$ cat src/hw/rtl/walt_pkg.sv
`timescale 1ns / 1ps
`default_nettype none

package walt_pkg;

	// Table geometry and field widths.
	localparam int SLOTS   = 15;
	localparam int BLOCK_W = 32;
	localparam int TAG_W   = 16;
	localparam int CNT_W   = 4;
	localparam int KIND_W  = 2;
	localparam int ACT_W   = 3;
	localparam int STS_W   = 3;

	// Input item kinds.
	localparam logic [KIND_W-1:0] KIND_BEGIN = 2'd0;
	localparam logic [KIND_W-1:0] KIND_WRITE = 2'd1;
	localparam logic [KIND_W-1:0] KIND_END   = 2'd2;

	// Result actions.
	localparam logic [ACT_W-1:0] ACT_STATUS  = 3'd0;
	localparam logic [ACT_W-1:0] ACT_COPY    = 3'd1;
	localparam logic [ACT_W-1:0] ACT_ENTRY   = 3'd2;
	localparam logic [ACT_W-1:0] ACT_HEADER  = 3'd3;
	localparam logic [ACT_W-1:0] ACT_INSTALL = 3'd4;
	localparam logic [ACT_W-1:0] ACT_CLEAN   = 3'd5;

	// Status codes.
	localparam logic [STS_W-1:0] STS_OK_NEW = 3'd0;
	localparam logic [STS_W-1:0] STS_OK_DUP = 3'd1;
	localparam logic [STS_W-1:0] STS_NO_TXN = 3'd2;
	localparam logic [STS_W-1:0] STS_FULL   = 3'd3;
	localparam logic [STS_W-1:0] STS_BUSY   = 3'd4;

	// Commands broadcast to every cell of the slot chain.
	typedef struct packed {
		logic search;
		logic shift;
		logic append;
		logic update;
	} walt_ctl_t;

	// Per-cell position flags derived from the fill count.
	typedef struct packed {
		logic live;
		logic tail;
		logic fresh;
	} walt_slot_t;

endpackage

`default_nettype wire

$ cat src/hw/rtl/walt_cell.sv
`timescale 1ns / 1ps
`default_nettype none

module walt_cell
	import walt_pkg::*;
(
	input  wire logic               clk,
	input  wire logic               arst_n,
	input  wire walt_ctl_t          ctl,
	input  wire walt_slot_t         slot,
	input  wire logic [BLOCK_W-1:0] find_blk,
	input  wire logic [BLOCK_W-1:0] key_blk,
	input  wire logic [TAG_W-1:0]   key_tag,
	input  wire logic [BLOCK_W-1:0] nxt_home,
	input  wire logic [TAG_W-1:0]   nxt_tag,
	input  wire logic [BLOCK_W-1:0] head_home,
	input  wire logic [TAG_W-1:0]   head_tag,
	output logic [BLOCK_W-1:0]      home,
	output logic [TAG_W-1:0]        tag,
	output logic                    hit
);

	logic [BLOCK_W-1:0] home_q;
	logic [TAG_W-1:0]   tag_q;
	logic               hit_q;

	// Match flag, captured when an item is accepted.
	always_ff @(posedge clk or negedge arst_n) begin
		if (!arst_n) begin
			hit_q <= 1'b0;
		end else if (ctl.search) begin
			hit_q <= slot.live && (home_q == find_blk);
		end
	end

	// Slot contents: rotate toward the head, append, or retag on a hit.
	always_ff @(posedge clk) begin
		if (ctl.shift) begin
			home_q <= slot.tail ? head_home : nxt_home;
			tag_q  <= slot.tail ? head_tag : nxt_tag;
		end else if (ctl.append && slot.fresh) begin
			home_q <= key_blk;
			tag_q  <= key_tag;
		end else if (ctl.update && hit_q) begin
			tag_q <= key_tag;
		end
	end

	assign home = home_q;
	assign tag  = tag_q;
	assign hit  = hit_q;

endmodule

`default_nettype wire

$ cat src/hw/rtl/write_ahead_log_tracker.sv
`timescale 1ns / 1ps
`default_nettype none

// Journal commit tracker.
// Input channel (in_valid/in_stall) carries kind, block_number and buffer_tag.
// Output channel (out_valid/out_stall) carries the results of each item:
// action, status, source_block, target_block, tag_out, count_or_index, last.
// log_base_block is written over the APB port at address 0; the user must do
// so only while idle, as the block does not enforce it. Begin, and any write
// or end that is rejected, gives one status result in the cycle after
// acceptance. A logged write takes two steps: the slot chain compares every
// slot with the block at acceptance, then the tag is replaced or the block
// appended. An end with n open slots gives 4n+2 results, one per cycle while
// out_stall is low; each copy, entry, install and clear-dirty result rotates
// the slot chain past its head cell once, and the two header writes leave it
// in place. One item is worked on at a time; in_stall stays high until it is
// done. A result waits in the output register while out_stall is high, and
// the whole sequence simply pauses. Reset closes any transaction, empties the
// table and clears log_base_block; no clearing pass is needed.
module write_ahead_log_tracker
	import walt_pkg::*;
(
	input  wire logic               clk,
	input  wire logic               arst_n,
	input  wire logic               psel,
	input  wire logic               penable,
	input  wire logic               pwrite,
	input  wire logic [2:0]         paddr,
	input  wire logic [31:0]        pwdata,
	output logic [31:0]             prdata,
	output logic                    pready,
	input  wire logic               in_valid,
	output logic                    in_stall,
	input  wire logic [KIND_W-1:0]  kind,
	input  wire logic [BLOCK_W-1:0] block_number,
	input  wire logic [TAG_W-1:0]   buffer_tag,
	output logic                    out_valid,
	input  wire logic               out_stall,
	output logic [ACT_W-1:0]        action,
	output logic [STS_W-1:0]        status,
	output logic [BLOCK_W-1:0]      source_block,
	output logic [BLOCK_W-1:0]      target_block,
	output logic [TAG_W-1:0]        tag_out,
	output logic [CNT_W-1:0]        count_or_index,
	output logic                    last
);

	localparam logic [2:0] ST_IDLE  = 3'd0;
	localparam logic [2:0] ST_LOOK  = 3'd1;
	localparam logic [2:0] ST_COPY  = 3'd2;
	localparam logic [2:0] ST_ENTRY = 3'd3;
	localparam logic [2:0] ST_HDR   = 3'd4;
	localparam logic [2:0] ST_INST  = 3'd5;
	localparam logic [2:0] ST_HDR0  = 3'd6;
	localparam logic [2:0] ST_CLR   = 3'd7;

	localparam logic [CNT_W-1:0] FULL = CNT_W'(SLOTS);

	logic [2:0]         state_q, state_d;
	logic [CNT_W-1:0]   count_q, count_d;
	logic [CNT_W-1:0]   idx_q, idx_d;
	logic               txn_q, txn_d;
	logic [BLOCK_W-1:0] base_q;
	logic [BLOCK_W-1:0] key_blk_q;
	logic [TAG_W-1:0]   key_tag_q;

	logic               out_valid_q;
	logic [ACT_W-1:0]   action_q;
	logic [STS_W-1:0]   status_q;
	logic [BLOCK_W-1:0] src_q;
	logic [BLOCK_W-1:0] tgt_q;
	logic [TAG_W-1:0]   tag_q;
	logic [CNT_W-1:0]   cnt_q;
	logic               last_q;

	logic               emit;
	logic [ACT_W-1:0]   e_act;
	logic [STS_W-1:0]   e_sts;
	logic [BLOCK_W-1:0] e_src;
	logic [BLOCK_W-1:0] e_tgt;
	logic [TAG_W-1:0]   e_tag;
	logic [CNT_W-1:0]   e_cnt;
	logic               e_last;

	walt_ctl_t          ctl;
	logic               out_free;
	logic               in_acc;
	logic               phase_end;
	logic               hit_any;
	logic [BLOCK_W-1:0] slot_blk;

	logic [BLOCK_W-1:0] home_w [SLOTS];
	logic [TAG_W-1:0]   tag_w  [SLOTS];
	logic [SLOTS-1:0]   hit_vec;

	// Configuration port.
	assign pready = 1'b1;
	assign prdata = (paddr[2] == 1'b0) ? base_q : 32'd0;

	always_ff @(posedge clk or negedge arst_n) begin
		if (!arst_n) begin
			base_q <= '0;
		end else if (psel && penable && pwrite && pready && (paddr[2] == 1'b0)) begin
			base_q <= pwdata;
		end
	end

	// Handshakes.
	assign out_free = !out_valid_q || !out_stall;
	assign in_stall = !((state_q == ST_IDLE) && out_free);
	assign in_acc   = in_valid && !in_stall;

	// Slot chain: cell i takes from cell i+1, the tail cell from the head.
	for (genvar i = 0; i < SLOTS; i++) begin : g_cell
		walt_slot_t slot;
		assign slot.live  = (CNT_W'(i) < count_q);
		assign slot.tail  = (CNT_W'(i) == (count_q - CNT_W'(1)));
		assign slot.fresh = (CNT_W'(i) == count_q);

		walt_cell u_cell (
			.clk       (clk),
			.arst_n    (arst_n),
			.ctl       (ctl),
			.slot      (slot),
			.find_blk  (block_number),
			.key_blk   (key_blk_q),
			.key_tag   (key_tag_q),
			.nxt_home  (home_w[(i + 1) % SLOTS]),
			.nxt_tag   (tag_w[(i + 1) % SLOTS]),
			.head_home (home_w[0]),
			.head_tag  (tag_w[0]),
			.home      (home_w[i]),
			.tag       (tag_w[i]),
			.hit       (hit_vec[i])
		);
	end

	assign hit_any   = |hit_vec;
	assign phase_end = (idx_q == (count_q - CNT_W'(1)));
	assign slot_blk  = base_q + BLOCK_W'(idx_q) + BLOCK_W'(1);

	// Sequencer: decides each result and drives the chain commands.
	always_comb begin
		emit    = 1'b0;
		e_act   = ACT_STATUS;
		e_sts   = STS_OK_NEW;
		e_src   = '0;
		e_tgt   = '0;
		e_tag   = '0;
		e_cnt   = '0;
		e_last  = 1'b0;
		state_d = state_q;
		idx_d   = idx_q;
		count_d = count_q;
		txn_d   = txn_q;
		ctl     = '0;
		ctl.search = in_acc;
		case (state_q)
			ST_IDLE: begin
				if (in_acc) begin
					case (kind)
						KIND_BEGIN: begin
							emit   = 1'b1;
							e_last = 1'b1;
							if (txn_q) begin
								e_sts = STS_BUSY;
							end else begin
								txn_d   = 1'b1;
								count_d = '0;
							end
						end
						KIND_WRITE: begin
							if (!txn_q) begin
								emit   = 1'b1;
								e_last = 1'b1;
								e_sts  = STS_NO_TXN;
							end else if (count_q == FULL) begin
								emit   = 1'b1;
								e_last = 1'b1;
								e_sts  = STS_FULL;
							end else begin
								state_d = ST_LOOK;
							end
						end
						KIND_END: begin
							if (!txn_q) begin
								emit   = 1'b1;
								e_last = 1'b1;
								e_sts  = STS_NO_TXN;
							end else begin
								idx_d   = '0;
								state_d = (count_q == '0) ? ST_HDR : ST_COPY;
							end
						end
						default: begin
						end
					endcase
				end
			end
			ST_LOOK: begin
				if (out_free) begin
					emit    = 1'b1;
					e_last  = 1'b1;
					e_tag   = key_tag_q;
					state_d = ST_IDLE;
					if (hit_any) begin
						e_sts      = STS_OK_DUP;
						ctl.update = 1'b1;
					end else begin
						ctl.append = 1'b1;
						count_d    = count_q + CNT_W'(1);
					end
				end
			end
			ST_COPY: begin
				if (out_free) begin
					emit      = 1'b1;
					e_act     = ACT_COPY;
					e_tgt     = slot_blk;
					e_tag     = tag_w[0];
					ctl.shift = 1'b1;
					idx_d     = phase_end ? '0 : idx_q + CNT_W'(1);
					if (phase_end) begin
						state_d = ST_ENTRY;
					end
				end
			end
			ST_ENTRY: begin
				if (out_free) begin
					emit      = 1'b1;
					e_act     = ACT_ENTRY;
					e_tgt     = home_w[0];
					e_cnt     = idx_q;
					ctl.shift = 1'b1;
					idx_d     = phase_end ? '0 : idx_q + CNT_W'(1);
					if (phase_end) begin
						state_d = ST_HDR;
					end
				end
			end
			ST_HDR: begin
				if (out_free) begin
					emit    = 1'b1;
					e_act   = ACT_HEADER;
					e_tgt   = base_q;
					e_cnt   = count_q;
					idx_d   = '0;
					state_d = (count_q == '0) ? ST_HDR0 : ST_INST;
				end
			end
			ST_INST: begin
				if (out_free) begin
					emit      = 1'b1;
					e_act     = ACT_INSTALL;
					e_src     = slot_blk;
					e_tgt     = home_w[0];
					ctl.shift = 1'b1;
					idx_d     = phase_end ? '0 : idx_q + CNT_W'(1);
					if (phase_end) begin
						state_d = ST_HDR0;
					end
				end
			end
			ST_HDR0: begin
				if (out_free) begin
					emit  = 1'b1;
					e_act = ACT_HEADER;
					e_tgt = base_q;
					idx_d = '0;
					if (count_q == '0) begin
						e_last  = 1'b1;
						txn_d   = 1'b0;
						state_d = ST_IDLE;
					end else begin
						state_d = ST_CLR;
					end
				end
			end
			ST_CLR: begin
				if (out_free) begin
					emit      = 1'b1;
					e_act     = ACT_CLEAN;
					e_tag     = tag_w[0];
					ctl.shift = 1'b1;
					idx_d     = phase_end ? '0 : idx_q + CNT_W'(1);
					if (phase_end) begin
						e_last  = 1'b1;
						txn_d   = 1'b0;
						count_d = '0;
						state_d = ST_IDLE;
					end
				end
			end
			default: begin
				state_d = ST_IDLE;
			end
		endcase
	end

	// Control state.
	always_ff @(posedge clk or negedge arst_n) begin
		if (!arst_n) begin
			state_q     <= ST_IDLE;
			count_q     <= '0;
			idx_q       <= '0;
			txn_q       <= 1'b0;
			out_valid_q <= 1'b0;
		end else begin
			state_q <= state_d;
			count_q <= count_d;
			idx_q   <= idx_d;
			txn_q   <= txn_d;
			if (emit) begin
				out_valid_q <= 1'b1;
			end else if (!out_stall) begin
				out_valid_q <= 1'b0;
			end
		end
	end

	// Write key and output payload.
	always_ff @(posedge clk) begin
		if (in_acc) begin
			key_blk_q <= block_number;
			key_tag_q <= buffer_tag;
		end
		if (emit) begin
			action_q <= e_act;
			status_q <= e_sts;
			src_q    <= e_src;
			tgt_q    <= e_tgt;
			tag_q    <= e_tag;
			cnt_q    <= e_cnt;
			last_q   <= e_last;
		end
	end

	assign out_valid      = out_valid_q;
	assign action         = action_q;
	assign status         = status_q;
	assign source_block   = src_q;
	assign target_block   = tgt_q;
	assign tag_out        = tag_q;
	assign count_or_index = cnt_q;
	assign last           = last_q;

	// The fill count never passes the table size.
	a_count_range: assert property (@(posedge clk) disable iff (!arst_n)
		count_q <= FULL)
		else $error("slot count beyond table size");

	// Outside a transaction the table is empty.
	a_empty_idle: assert property (@(posedge clk) disable iff (!arst_n)
		!txn_q |-> (count_q == '0))
		else $error("slots held outside a transaction");

	// Blocks in the table are unique, so a lookup hits at most one cell.
	a_one_hit: assert property (@(posedge clk) disable iff (!arst_n)
		(state_q == ST_LOOK) |-> $onehot0(hit_vec))
		else $error("block found in more than one slot");

	// An accepted write inside an open transaction with room goes to lookup.
	a_write_look: assert property (@(posedge clk) disable iff (!arst_n)
		(in_acc && (kind == KIND_WRITE) && txn_q && (count_q != FULL))
		|=> (state_q == ST_LOOK))
		else $error("write did not start a lookup");

endmodule

`default_nettype wire

$ cat config.mk
export PLATFORM = sky130hd
export DESIGN_NAME = write_ahead_log_tracker
export DESIGN_NICKNAME = d
export VERILOG_FILES = /design/src/hw/rtl/walt_pkg.sv /design/src/hw/rtl/walt_cell.sv /design/src/hw/rtl/write_ahead_log_tracker.sv
export SDC_FILE = /design/constraint.sdc
export NUM_CORES = 2
export LEC_CHECK = 0
export BUFFER_PORTS_ARGS = -buffer_cell sky130_fd_sc_hd__buf_2
export CAP_MARGIN = 20
export CORE_MARGIN = 5
export CORE_UTILIZATION = 30
export CTS_CLUSTER_SIZE = 12
export DETAILED_ROUTE_END_ITERATION = 12
export MAX_ROUTING_LAYER = met4
export PLACE_DENSITY_LB_ADDON = 0.1
export SETUP_SLACK_MARGIN = 0.3
export SLEW_MARGIN = 20
export SYNTH_ARGS = -nofsm -noshare
export SYNTH_HDL_FRONTEND = slang
export SYNTH_SLANG_ARGS = --single-unit
$ cat constraint.sdc
create_clock -name clk -period 7.5 [get_ports clk]
set_clock_uncertainty 0.15 [all_clocks]
set_input_delay 1.5 -clock clk [delete_from_list [all_inputs] [get_ports clk]]
set_output_delay 1.5 -clock clk [all_outputs]
set_load 0.02 [all_outputs]
# Word level (Yosys, flattened, before mapping)
# Index checks and enable logic that the tools add are counted.
[totals]
output_inout_bits = 126
elab_cells = 453
in_bits = 92
register_bits = 919
[op_classes]
addsub = 5
n_mux = 190
bitwise = 1
n_reduce_logical = 103
order_cmp = 15
n_eq_ne = 79
[ops]
columns = ["op", "n"]
rows = [
  ["$mux W32", 48],
  ["$mux W16", 61],
  ["$eq A32 B32 Y1", 15],
  ["$pmux W32 S3", 1],
  ["$mux W3", 21],
  ["$mux W4", 15],
  ["$reduce_bool A3 Y1", 18],
  ["$eq A4 B4 Y1 const A", 13],
  ["$logic_and A1 B1 Y1", 50],
  ["$add A32 B1 Y32 const B", 1],
  ["$add A32 B4 Y32", 1],
  ["$eq A3 B4 Y1 const A", 8],
  ["$ne A2 B2 Y1 const B", 16],
  ["$pmux W16 S2", 1],
  ["$reduce_bool A2 Y1", 15],
  ["$lt A4 B4 Y1 const A", 7],
  ["$pmux W3 S8", 1],
  ["$pmux W4 S3", 2],
  ["$mux W1", 23],
  ["$eq A2 B4 Y1 const A", 4],
  ["$lt A3 B4 Y1 const A", 4],
  ["$mux W2", 8],
  ["$reduce_and A16 Y1", 1],
  ["$pmux W3 S5", 1],
  ["35 further kinds", 58],
]

# Longest topological paths before layout
[logic_depth]
word_depth = 8
depth_mapped = 12
ltp_nobuf = 10

# Hierarchy
# Synthesis repeated with hierarchy kept, for this count alone.
[hier_totals]
cells_unflattened = 4632
area_unflattened_um2 = 51438.1
[by_module_without_submodules]
columns = ["module", "instances", "cells_each", "seq_area_each_um2", "area_each_um2"]
rows = [
  ["walt_cell", 15, 257, 1466.4, 2827.7],
  ["write_ahead_log_tracker", 1, 777, 5300.1, 9022.4],
]

# Worst setup path before layout
# OpenSTA, ideal clock, no wires.
[synth_timing]
path_kind = "input to register"
start = "input port out_stall"
end = "register action_q[0], in the netlist action[0] (enable)"
arrival_time_ns = 8.401
path_buffers = 2
required_time_ns = 6.684
slack_ns = -1.717
setup_time_ns = 0.666
path_stages = 4
path_cell_list = "and2_1 -> clkbuf_1 -> clkbuf_1 -> o21ai_0"
[synth_between]
elab_chain_len = 6
elab_cells_between_ends = 7
classes_between = "3 x mux; 4 x reduce/logical"
[synth_rtl]
columns = ["element", "line", "source"]
rows = [
  ["start, declared", "write_ahead_log_tracker.sv:38", "input wire logic out_stall,"],
  ["$logic_not A1 Y1 *", "n/a", ""],
  ["$logic_or A1 B1 Y1 *", "write_ahead_log_tracker.sv:109", "assign out_free = !out_valid_q || !out_stall;"],
  ["$logic_and A1 B1 Y1", "write_ahead_log_tracker.sv:110", "assign in_stall = !((state_q == ST_IDLE) && out_free);"],
  ["$logic_and A1 B1 Y1", "write_ahead_log_tracker.sv:111", "assign in_acc = in_valid && !in_stall;"],
  ["$mux W1", "write_ahead_log_tracker.sv:160", "if (in_acc) begin"],
  ["$pmux W1 S2 *", "write_ahead_log_tracker.sv:158", "case (state_q)"],
  ["via emit", "write_ahead_log_tracker.sv:76", "logic emit;"],
  ["end signal, assigned", "write_ahead_log_tracker.sv:328", "action_q <= e_act;"],
  ["end, declared", "write_ahead_log_tracker.sv:68", "logic [ACT_W-1:0] action_q;"],
]
# The timed path passes the listed nets; every way through them passes the cells marked *.
# A chain may end at the register's enable or synchronous reset.

# Final worst setup path
[layout_timing]
start = "register state_q[0]"
end = "register g_cell[8].u_cell.tag_q[2] (enable)"
[layout_between]
elab_chain_len = 4
elab_cells_between_ends = 11
classes_between = "5 x eq/ne; 2 x mux; 4 x reduce/logical"
[layout_rtl]
columns = ["element", "line", "source"]
rows = [
  ["start, declared", "write_ahead_log_tracker.sv:59", "logic [2:0] state_q, state_d;"],
  ["start signal, assigned", "write_ahead_log_tracker.sv:309", "state_q <= state_d;"],
  ["$eq A3 B3 Y1, or another cell as far along", "write_ahead_log_tracker.sv:158", ""],
  ["$reduce_or A4 Y1 (no source line) / $mux W2 (equally long branches)", "n/a", ""],
  ["$mux W1, or another cell as far along", "n/a", ""],
  ["$reduce_bool A3 Y1 (no source line) *", "n/a", ""],
  ["end signal, assigned", "walt_cell.sv:40", "tag_q <= slot.tail ? head_tag : nxt_tag;"],
  ["end signal, assigned", "walt_cell.sv:43", "tag_q <= key_tag;"],
  ["end signal, assigned", "walt_cell.sv:45", "tag_q <= key_tag;"],
  ["end, declared", "walt_cell.sv:24", "logic [TAG_W-1:0] tag_q;"],
]
# Every way passes the cells marked *; elsewhere a longest branch is shown, timed or not.

==> results.sh <==
export IMPL_fin_setup_tns_ns=0
export IMPL_synth_seq_area_share_pct=56.83
export IMPL_place_congestion=1.040
export IMPL_die_h_microns=410.1
export IMPL_end_kind="register"
export IMPL_cts_htree_levels=3
export IMPL_final_cells=6951
export IMPL_crit_buf_inv=1
export IMPL_maxCapViolCount=0
export IMPL_min_path_cells=1
export IMPL_grt_pass1_vias=37250
export IMPL_port_buffers=214
export IMPL_drt_iter0_drc=4708
export IMPL_post_cts_buffers=0
export IMPL_num_rows=146
export IMPL_drv_slew=0
export IMPL_cts_resized=0
export IMPL_cts_clk_slew_worst_paths_ns=0.06
export IMPL_finalSetupViolCount=0
export IMPL_grt_pass1_wl_microns=301500
export IMPL_ys_seq_elements=919
export IMPL_post_synth_top_area_fraction_pct=53.71
export IMPL_dr_pass1_iters=6
export IMPL_cpPeakStageDelay_ns=0.93
export IMPL_postSynthNetCount=4885
export IMPL_cts_root_buf="clkbuf_16"
export IMPL_cts_sinks=919
export IMPL_holdPathEnd="base_q[0]"
export IMPL_hp_class="reg -> reg"
export IMPL_required_ns=7.70
export IMPL_crit_chain="nor3b_1 > and2_1 > nand2_1 > o21ai_4 > buf_4 > a21o_1"
export IMPL_cts_max_path_buffers=3
export IMPL_synthArstFlopShare_pct=6.529
export IMPL_max_freq_ghz=0.1931
export IMPL_powerDensity_nw_per_um2=373.7
export IMPL_rr_startpoint="state_q[0]"
export IMPL_yosysWarnings=0
export IMPL_mostFrequentLayoutCells="1,563 x nand2_1, 859 x edfxtp_1, 628 x a31oi_1, 286 x xor2_1, 229 x xnor2_1"
export IMPL_crit_family="simple AND/OR/NAND/NOR gates"
export IMPL_layout_commonest_cell="nand2_1"
export IMPL_fin_crit_sh_pct=69.06
export IMPL_period_minus_slack_ns=5.180
export IMPL_grt_overflow=0
export IMPL_hpwl_microns=145600
export IMPL_status="complete, no violations"
export IMPL_synth_distinct_cells=70
export IMPL_synth_area_leaders="edfxtp_1 54%, nand2_1 12%, a31oi_1 8.2%"
export IMPL_reg2reg_to="g_cell[8].u_cell.tag[2]"
export IMPL_io_pins=218
export IMPL_p_clk_share_pct=27.4
export IMPL_cpMaxStageDelayCell="dfrtp_1"
export IMPL_rsz0062_at_grt="false"
export IMPL_intPower_w=0.01249
export IMPL_syn_inst=4780
export IMPL_yosysTopAreaCell="edfxtp_1"
export IMPL_drive_gt1_share_pct=12.92
export IMPL_worstPathArrival_ns=5.38
export IMPL_place_inst=6727
export IMPL_grt_max_degree=162
export IMPL_critPathKind="reg -> reg"
export IMPL_wl_microns=216800
export IMPL_relSlewSlack_pct=19.81
export IMPL_syn_avg_cell_area_sq_um=10.05
export IMPL_hold_viol=0
export IMPL_r2r_cells=6
export IMPL_comb_power_share_pct=30.6
export IMPL_start_util_pct=30.26
export IMPL_num_nets_final=4876
export IMPL_cp_max_fo=33
export IMPL_via_count=38750
export IMPL_synth_flop_cell="edfxtp_1"
export IMPL_rrSetupSlack_ns=2.32
export IMPL_area_growth_pct=13.89
export IMPL_p_seq_share_pct=42.0
export IMPL_die_w_microns=410.1
export IMPL_grt_use_total_pct=25.74
export IMPL_power_leakage_nw=19.89
export IMPL_crit_path_start_kind="register"
export IMPL_ir_drop_uv=285.9
export IMPL_ant_nets=0
export IMPL_hold_start="base_q[0]"
export IMPL_p_sw_w=0.007951
export IMPL_cts_buffers=112
export IMPL_antenna_found_initial=17
export IMPL_clk_latency_ns=0.77
export IMPL_via_per_inst=5.575
export IMPL_syn_cell_area_sq_um=48030
export IMPL_synth_edff_count=859
export IMPL_ctsHoldBuffers=0
export IMPL_core_area_sq_um=158700
export IMPL_dieArea_sq_um=168200
export IMPL_worst_slew_pin_slew_ns=1.192
export IMPL_drc=0
export IMPL_switching_share_pct=38.90
export IMPL_wire_per_inst_microns=31.18
export IMPL_tritoncts="yes"
## stage by stage
stage	total power, W	setup WS [ns]	util [%]	area (sq um)	hold slack, ns
after floorplan	0.01197	0.7480	-	48030	0.3119
final	0.02044	2.320	34.46	54700	0.3585
after CTS	0.02047	2.275	34.42	54640	0.3611
after detailed placement	0.01481	1.796	32.10	50960	0.3479
after global placement	0.01480	1.770	32.06	50900	0.3407
after global routing	0.02123	2.057	34.45	54690	0.3836
## power by group through the flow
stage	Combinational, W	Clock, W	Sequential, W
4_1_cts	0.00618	0.00571	0.00858
3_5_place_dp	0.00615	0	0.00866
3_3_place_gp	0.00613	0	0.00867
6_report	0.00625	0.00560	0.00859
5_1_grt	0.00659	0.00592	0.00872
2_1_floorplan	0.00368	0	0.00829
## cells in the mapped netlist, drive strengths merged (4+ instances only)
cell,count
dfrtp,60
o22ai,5
o21ai,71
buf,217
o311ai,10
mux2,33
a22oi,24
xnor2,229
and3,8
xor2,286
ha,12
edfxtp,859
clkbuf,252
nand3,26
and2,20
nand2,1576
a21oi,26
a22o,17
nor3,21
a31oi,629
nor4,82
o31ai,7
nor2b,37
a221o,4
a21o,18
nand2b,7
nand4,77
and4,5
inv,13
nor2,115
## how the worst max path moves through the flow
stage               startpoint                        to  slack (ns)  cells after the start
floorplan            out_stall                 action[0]        0.75                      4
global placement     out_stall   g_cell[8].u_cell.tag[8]        1.77                      7
detailed placement   out_stall  g_cell[8].u_cell.tag[12]        1.80                      7
CTS                 state_q[0]   g_cell[8].u_cell.tag[2]        2.28                      6
global route        state_q[0]   g_cell[8].u_cell.tag[2]        2.06                      6
finish              state_q[0]   g_cell[8].u_cell.tag[2]        2.32                      6
## kinds of logic (layout without fill, tap and decap cells)
kind of cell / after synthesis / in the layout / share of synthesized area, %
other cells: 1 / 13 / 0.007808
compound gates: 832 / 832 / 11.08
xor+xnor: 515 / 515 / 9.391
flops: 919 / 919 / 56.83
buf+inv: 482 / 569 / 4.494
fa+ha+maj: 13 / 13 / 0.3543
mux: 33 / 33 / 0.7737
simple gates: 1985 / 1985 / 17.06
## registers in the layout, summed over array words and instances (netlist names), 4 cells and up
| register | count |
|---|---|
| key_blk_q | 32 |
| count_q | 4 |
| g_cell.u_cell.home | 480 |
| count_or_index | 4 |
| key_tag_q | 16 |
| idx_q | 4 |
| base_q | 32 |
| g_cell.u_cell.hit | 15 |
| target_block | 32 |
| tag_out | 16 |
| g_cell.u_cell.tag | 240 |
| source_block | 32 |
## routing by layer
| metal | up-vias | wire length (microns) | GRT usage [%] |
|---|---|---|---|
| met5 | - | 0 | - |
| li1 | 16930 | - | - |
| met4 | 0 | 12020 | 11.80 |
| met3 | 383 | 15900 | 4.428 |
| met1 | 19730 | 91320 | 33.79 |
| met2 | 1707 | 97510 | 39.01 |
## area by class of cell
type                            instances  area (sq um)
Antenna cell                           12         30.03
Clock buffer                          149          3114
Clock inverter                         61         568.0
Fill cell                           16140        104000
Inverter                               13         50.05
Multi-Input combinational cell       3379         18890
Sequential cell                       919         27300
Tap cell                             2072          2592
Timing Repair Buffer                  346          2157
Note: power is estimated with default switching activity, not from simulation.
